==> config.mk <==
export PLATFORM = sky130hd
export DESIGN_NAME = ssi_encoder_frame_decode
export DESIGN_NICKNAME = d
export VERILOG_FILES = /design/src/design/ssi_enc_pkg.sv /design/src/design/ssi_enc_decode.sv /design/src/design/ssi_enc_track.sv /design/src/design/ssi_encoder_frame_decode.sv
export SDC_FILE = /design/constraint.sdc
export NUM_CORES = 1
export LEC_CHECK = 0
export BUFFER_PORTS_ARGS = -buffer_cell sky130_fd_sc_hd__buf_2
export CAP_MARGIN = 0
export CORE_AREA = 2 2 205 207
export CTS_CLUSTER_SIZE = 25
export DETAILED_ROUTE_END_ITERATION = 10
export DIE_AREA = 0 0 207 209
export GPL_TIMING_DRIVEN = 0
export HOLD_SLACK_MARGIN = 0.06
export PLACE_DENSITY_LB_ADDON = 0.12
export SLEW_MARGIN = 20
export SYNTH_ARGS = -nofsm -noshare
export SYNTH_HDL_FRONTEND = slang
export SYNTH_HIERARCHICAL = 1
export SYNTH_SLANG_ARGS = --single-unit
==> constraint.sdc <==
create_clock -name clk_i -period 11.9 [get_ports clk_i]
set_clock_uncertainty 0.2 [all_clocks]
set_input_delay 2.975 -clock clk_i [delete_from_list [all_inputs] [get_ports clk_i]]
set_output_delay 2.975 -clock clk_i [all_outputs]
set_load 0.02 [all_outputs]
==> src/design/ssi_enc_pkg.sv <==
// Shared types, constants and helpers for the SSI encoder frame decoder.
// Used by every module of the decoder; no dependencies.
package ssi_enc_pkg;

  localparam int FRAME_BYTES = 4;
  localparam int CHK_DATA_W  = 14;
  localparam int CHK_BITS_LO = 12;
  localparam logic [1:0] CHK_PASS = 2'b11;

  typedef enum logic [1:0] {
    CFG_DATA_BITS  = 2'd0,
    CFG_FRAME_MODE = 2'd1,
    CFG_OFFSET     = 2'd2,
    CFG_UNUSED     = 2'd3
  } cfg_idx_e;

  typedef enum logic {
    MODE_CHECK = 1'b0,
    MODE_RAW   = 1'b1
  } frame_mode_e;

  typedef struct packed {
    logic [31:0] single_turn;
    logic        err;
  } dec_t;

  typedef struct packed {
    logic        valid;
    logic        err;
    logic [31:0] single_turn;
    logic [31:0] turns;
    logic [31:0] fails;
  } state_t;

  function automatic logic [4:0] eff_bits(logic [4:0] data_bits, logic mode);
    logic [4:0] b;
    b = (data_bits == 5'd0) ? 5'd1 : data_bits;
    if (mode == MODE_CHECK) begin
      if (b < 5'(CHK_BITS_LO)) begin
        b = 5'(CHK_BITS_LO);
      end else if (b > 5'(CHK_DATA_W)) begin
        b = 5'(CHK_DATA_W);
      end
    end
    return b;
  endfunction

endpackage

==> src/design/ssi_enc_decode.sv <==
// Frame decode: check-pair test and centering, or raw byte masking.
// Depends on ssi_enc_pkg.
module ssi_enc_decode (
  input  logic [31:0]         frame_word_i,
  input  logic [4:0]          bits_i,
  input  logic                frame_mode_i,
  input  logic [31:0]         prev_i,
  output ssi_enc_pkg::dec_t   dec_o
);

  logic [15:0] w;
  logic [1:0]  par;
  logic [31:0] mask;
  logic [31:0] half;
  logic [13:0] chk_val;
  logic [2:0]  nbytes;
  logic [5:0]  bsh;
  logic [31:0] bmask;

  assign w    = frame_word_i[15:0];
  assign mask = (32'h1 << bits_i) - 32'h1;
  assign half = 32'h1 << (bits_i - 5'd1);

  always_comb begin
    par = w[15:14];
    for (int i = 0; i < 7; i++) begin
      par = par ^ w[2*i +: 2];
    end
  end

  assign chk_val = w[13:0] >> (5'(ssi_enc_pkg::CHK_DATA_W) - bits_i);

  always_comb begin
    nbytes = 3'((bits_i - 5'd1) >> 3) + 3'd1;
    if (nbytes > 3'(ssi_enc_pkg::FRAME_BYTES)) begin
      nbytes = 3'(ssi_enc_pkg::FRAME_BYTES);
    end
    bsh   = {nbytes, 3'b000};
    bmask = (nbytes >= 3'd4) ? 32'hFFFF_FFFF : ((32'h1 << bsh) - 32'h1);
  end

  always_comb begin
    if (frame_mode_i == ssi_enc_pkg::MODE_CHECK) begin
      if (par == ssi_enc_pkg::CHK_PASS) begin
        dec_o.single_turn = ({18'b0, chk_val} & mask) - half;
        dec_o.err         = 1'b0;
      end else begin
        dec_o.single_turn = prev_i;
        dec_o.err         = 1'b1;
      end
    end else begin
      dec_o.single_turn = frame_word_i & bmask & mask;
      dec_o.err         = 1'b0;
    end
  end

endmodule

==> src/design/ssi_enc_track.sv <==
// Turn tracking stage: single-turn, turn and fail counters, one beat per cycle while load_i is high.
// Depends on ssi_enc_pkg.
module ssi_enc_track (
  input  logic                  clk_i,
  input  logic                  rst_ni,
  input  logic                  load_i,
  input  logic                  drain_i,
  input  logic [4:0]            bits_i,
  input  ssi_enc_pkg::dec_t     dec_i,
  output ssi_enc_pkg::state_t   state_o
);

  logic        valid_q, valid_d;
  logic        err_q;
  logic [31:0] st_q, tc_q, fc_q;
  logic [31:0] tc_d, fc_d;
  logic [32:0] diff, half33, nhalf33;

  assign half33  = {1'b0, 32'h1 << (bits_i - 5'd1)};
  assign nhalf33 = 33'd0 - half33;
  assign diff    = {dec_i.single_turn[31], dec_i.single_turn} - {st_q[31], st_q};

  always_comb begin
    tc_d = tc_q;
    if ($signed(diff) > $signed(half33)) begin
      tc_d = tc_q - 32'd1;
    end else if ($signed(diff) < $signed(nhalf33)) begin
      tc_d = tc_q + 32'd1;
    end
    fc_d    = dec_i.err ? fc_q + 32'd1 : fc_q;
    valid_d = load_i ? 1'b1 : (drain_i ? 1'b0 : valid_q);
  end

  always_ff @(posedge clk_i or negedge rst_ni) begin
    if (!rst_ni) begin
      valid_q <= 1'b0;
      err_q   <= 1'b0;
      st_q    <= '0;
      tc_q    <= '0;
      fc_q    <= '0;
    end else begin
      valid_q <= valid_d;
      if (load_i) begin
        err_q <= dec_i.err;
        st_q  <= dec_i.single_turn;
        tc_q  <= tc_d;
        fc_q  <= fc_d;
      end
    end
  end

  assign state_o.valid       = valid_q;
  assign state_o.err         = err_q;
  assign state_o.single_turn = st_q;
  assign state_o.turns       = tc_q;
  assign state_o.fails       = fc_q;

endmodule

==> src/design/ssi_encoder_frame_decode.sv <==
// SSI encoder frame decoder top level: input register, decode and turn tracking,
// output register with the multi-turn position.
// Beats pass the input, tracker and output registers in order, one beat per
// cycle while out_stall_i is low; the turn tracker updates its state once per
// beat. Reset clears the pipeline valids and the counters and resets the
// configuration. Depends on ssi_enc_pkg, ssi_enc_decode and ssi_enc_track.
module ssi_encoder_frame_decode (
  input  logic        clk_i,
  input  logic        rst_ni,
  input  logic        cfg_we_i,
  input  logic [1:0]  cfg_index_i,
  input  logic [31:0] cfg_wdata_i,
  input  logic        in_valid_i,
  output logic        in_stall_o,
  input  logic [31:0] frame_word_i,
  output logic        out_valid_o,
  input  logic        out_stall_i,
  output logic signed [31:0] position_o,
  output logic signed [31:0] turn_position_o,
  output logic signed [31:0] turns_o,
  output logic        frame_error_o,
  output logic [31:0] error_count_o
);

  logic [4:0]  data_bits_q;
  logic        frame_mode_q;
  logic [31:0] offset_q;
  logic [4:0]  bits;

  logic        in_v_q;
  logic [31:0] word_q;
  logic        out_v_q;
  logic [31:0] pos_q, tp_q, turns_q, errc_q;
  logic        ferr_q;

  logic adv1, adv2, adv3, take1, take2;

  ssi_enc_pkg::dec_t   dec;
  ssi_enc_pkg::state_t st;

  assign bits = ssi_enc_pkg::eff_bits(data_bits_q, frame_mode_q);

  assign adv3  = st.valid && (!out_v_q || !out_stall_i);
  assign take2 = !st.valid || adv3;
  assign adv2  = in_v_q && take2;
  assign take1 = !in_v_q || adv2;
  assign adv1  = in_valid_i && take1;
  assign in_stall_o = !take1;

  always_ff @(posedge clk_i or negedge rst_ni) begin
    if (!rst_ni) begin
      data_bits_q  <= 5'd14;
      frame_mode_q <= ssi_enc_pkg::MODE_CHECK;
      offset_q     <= '0;
    end else if (cfg_we_i) begin
      unique case (ssi_enc_pkg::cfg_idx_e'(cfg_index_i))
        ssi_enc_pkg::CFG_DATA_BITS:  data_bits_q  <= cfg_wdata_i[4:0];
        ssi_enc_pkg::CFG_FRAME_MODE: frame_mode_q <= cfg_wdata_i[0];
        ssi_enc_pkg::CFG_OFFSET:     offset_q     <= cfg_wdata_i;
        default: ;
      endcase
    end
  end

  always_ff @(posedge clk_i or negedge rst_ni) begin
    if (!rst_ni) begin
      in_v_q <= 1'b0;
    end else begin
      in_v_q <= adv1 ? 1'b1 : (adv2 ? 1'b0 : in_v_q);
    end
  end

  always_ff @(posedge clk_i) begin
    if (adv1) begin
      word_q <= frame_word_i;
    end
  end

  ssi_enc_decode u_decode (
    .frame_word_i (word_q),
    .bits_i       (bits),
    .frame_mode_i (frame_mode_q),
    .prev_i       (st.single_turn),
    .dec_o        (dec)
  );

  ssi_enc_track u_track (
    .clk_i   (clk_i),
    .rst_ni  (rst_ni),
    .load_i  (adv2),
    .drain_i (adv3),
    .bits_i  (bits),
    .dec_i   (dec),
    .state_o (st)
  );

  always_ff @(posedge clk_i or negedge rst_ni) begin
    if (!rst_ni) begin
      out_v_q <= 1'b0;
    end else begin
      out_v_q <= adv3 ? 1'b1 : ((out_v_q && !out_stall_i) ? 1'b0 : out_v_q);
    end
  end

  always_ff @(posedge clk_i) begin
    if (adv3) begin
      pos_q   <= st.single_turn + (st.turns << bits) - offset_q;
      tp_q    <= st.single_turn;
      turns_q <= st.turns;
      ferr_q  <= st.err;
      errc_q  <= st.fails;
    end
  end

  assign out_valid_o     = out_v_q;
  assign position_o      = pos_q;
  assign turn_position_o = tp_q;
  assign turns_o         = turns_q;
  assign frame_error_o   = ferr_q;
  assign error_count_o   = errc_q;

endmodule

==> run_results.csv <==
group,metric,value,unit
status,status,"finished clean",
route,drtIter0Drc,2179,
logic_synthesis,synth_cell_type_count,105,
logic_synthesis,syn_inst,2449,
logic_synthesis,syn_area,22800,µm²
logic_synthesis,synthFlopType,"edfxtp_1",
critical_path,critPathCaptureType,"flop",
critical_path,worst_path_max_delay_cell,"dfstp_2",
clocking,clock-sinks,299,
sta,post-route-period-util,0.960,
sta,max_clock_freq,0.0876,GHz
logic_synthesis,post-synth-top-count-cell,"nand2_1",
logic_synthesis,synth.net_count,2701,
die,core,41300,µm²
final_layout,nets,2971,
logic_synthesis,yosysWarnings,6,
sta,fin_hold_ws,0.286,ns
place,dpl.hpwl,56600,µm
clocking,htree_levels,2,
grt,antenna_found_initial,2,
sta,tightest_slew,1.20,ns
route,first_pass_iters,8,
critical_path,crit_fanout,10,
place,routabilityCongestion,1.07,
sta,slew_headroom,0.197,
die,dieArea,43300,µm²
flow_run,cap_violations,0,
critical_path,cp_slowest_stage_delay,0.57,ns
grt,grt_pass1_wl,112000,µm
die,initial_utilization,0.553,
grt,grt_start_max_net_pins,87,
critical_path,worstSetupStartpointType,"flop",
final_layout,stdcell_count,3288,
route,dr_total_vias,20600,
logic_synthesis,synthTopCellsByArea,"edfxtp_1 21%, dfrtp_1 15%, ha_1 8.1%, mux2i_1 4.4%, nand2_1 4.1%",
die,die_w,207,µm
sta,finalHoldViolations,0,
clocking,cts_tree,"built",
logic_synthesis,syn_area_per_cell,9.33,µm²
route,wl_per_cell,22.4,µm
grt,grt_pass1_vias,19800,
route,postRouteAntennaNets,0,
sta,drv_slew,0,
grt,grtUsageTotal,0.332,
clocking,cts_buffers,35,
die,rows,75,
grt,grt-ovfl-total,0,
die,ios,202,
clocking,clock_latency,0.57,ns
route,post-route-drc-count,0,
sta,tns,0,ns
critical_path,required,12.19,ns
route,drt-vias-per-instance,6.27,
clocking,cts_buffer_depth,3,
logic_synthesis,synth_area_leader_cell,"edfxtp_1",
logic_synthesis,yosysSeqAreaShare,0.363,
clocking,path_clk_slew,0.07,ns
logic_synthesis,synth-seq-cells,299,
final_layout,area_delta_synth_final,17.2,%
critical_path,arrival,11.71,ns
logic_synthesis,async_flop_share,0.462,
logic_synthesis,synthTopCellsByCount,"247 x nand2_1, 185 x nor2_1, 161 x edfxtp_1, 154 x inv_1, 148 x ha_1",
sta,setup_viol,0,
place,dp.cells,3196,
route,totalWireLength,73600,µm
final_layout,layout-drive-gt1-share,0.182,
logic_synthesis,synth-edff-count,161,
clocking,postCtsHoldBufs,0,
logic_synthesis,synth_top_area_share,0.212,
sta,min_period,11.42,ns
final_layout,utilization,0.648,
clocking,cts_root_buffer,"clkbuf_16",
place,io_buffer_count,201,
critical_path,crit_type,"flop to flop",
die,die-height,209,µm
min_path,hold_class,"flop to flop",
-- repair_timing --
item | CTS | global route
cloned | 1 | 0
resized for setup | 92 | 74
endpoints found under the setup margin | 32 | 16
pin swaps | 14 | 20
setup buffers | 16 | 19
-- final timing paths --
check	start	to	slack, ns	depth (start not counted)
setup / recovery	data_bits_q[3]$_DFFE_PN1P_	u_track/tc_q[26]$_DFFE_PN0P_	0.48	55
hold / removal	u_track/valid_q$_DFFE_PN0P_	u_track/valid_q$_DFFE_PN0P_	0.29	1
setup reg to reg	data_bits_q[3]$_DFFE_PN1P_	u_track/tc_q[26]$_DFFE_PN0P_	0.48	55
hold reg to reg	u_track/valid_q$_DFFE_PN0P_	u_track/valid_q$_DFFE_PN0P_	0.29	1
max in group asynchronous	rst_ni	frame_mode_q$_DFFE_PN0P_	8.54	2
min in group asynchronous	rst_ni	u_track/fc_q[25]$_DFFE_PN0P_	2.12	1
-- registers in the layout (all words and copies together), names as in the netlist, 5 cells and up --
name             flops
word_q              32
error_count_o       32
offset_q            32
data_bits_q          5
u_track/fc_q        32
u_track/tc_q        32
turn_position_o     32
position_o          32
u_track/st_q        32
turns_o             32
-- cell usage in the layout (no fill, tap or decap), drive strengths merged, types with 46 or more instances in the layout --
cell,n
buf,288
nand2,249
nor2,188
edfxtp,161
inv,160
ha,148
o21ai,140
a21oi,136
dfrtp,135
xnor2,106
mux2i,102
nand3,91
clkbuf,91
xor2,71
nor3,56
mux2,52
a21o,46
-- cells by family after synthesis --
| logic type | after synthesis | share of synthesized area |
|---|---|---|
| compound gates | 559 | 0.162 |
| xor+xnor | 177 | 0.0690 |
| fa+ha+maj | 181 | 0.110 |
| buf+inv | 264 | 0.0470 |
| flops | 299 | 0.363 |
| mux | 160 | 0.0764 |
| other cells | 1 | 0.000164 |
| simple gates | 808 | 0.172 |
-- cell type report --
class | instances | area, µm²
multi-input combinational | 1886 | 13900
antenna | 3 | 7.51
sequential | 299 | 8290
timing repair buffer | 244 | 1500
fill | 3423 | 14500
clock buffer | 42 | 942
inverter | 159 | 616
buffer | 94 | 574
clock inverter | 22 | 241
tap | 539 | 674
-- metal layers --
metal / vias to the layer above / GRT usage / share of wire
li1: 9442 / - / -
met1: 9811 / 0.415 / 0.40
met2: 1094 / 0.546 / 0.46
met3: 276 / 0.0651 / 0.081
met4: 0 / 0.173 / 0.059
met5: - / 0 / 0
-- per-stage QoR --
step | worst slack (ns) | area (µm²)
after floorplan | 0.0518 | 22800
after global placement | -2.88 | 24500
after detailed placement | -3.05 | 24700
after CTS | 0.000388 | 26400
after global routing | -0.000436 | 26800
final | 0.479 | 26800
-- worst max-delay path: cells and delay by family, from the launching register on --
| family | cells | cell delay (ns) |
|---|---|---|
| and+or+nand+nor | 14 | 2.43 |
| adders and majority gates | 6 | 1.58 |
| AOI/OAI and AO/OA | 21 | 4.08 |
| xor gates and xnor gates | 4 | 0.63 |
| muxes | 1 | 0.11 |
| buffers and inverters | 9 | 1.72 |
| DFF | 1 | 0.57 |
Power is left out: the tool's default activity adds up to more than one toggle a clock period on the data nets, which glitch-free logic cannot reach.
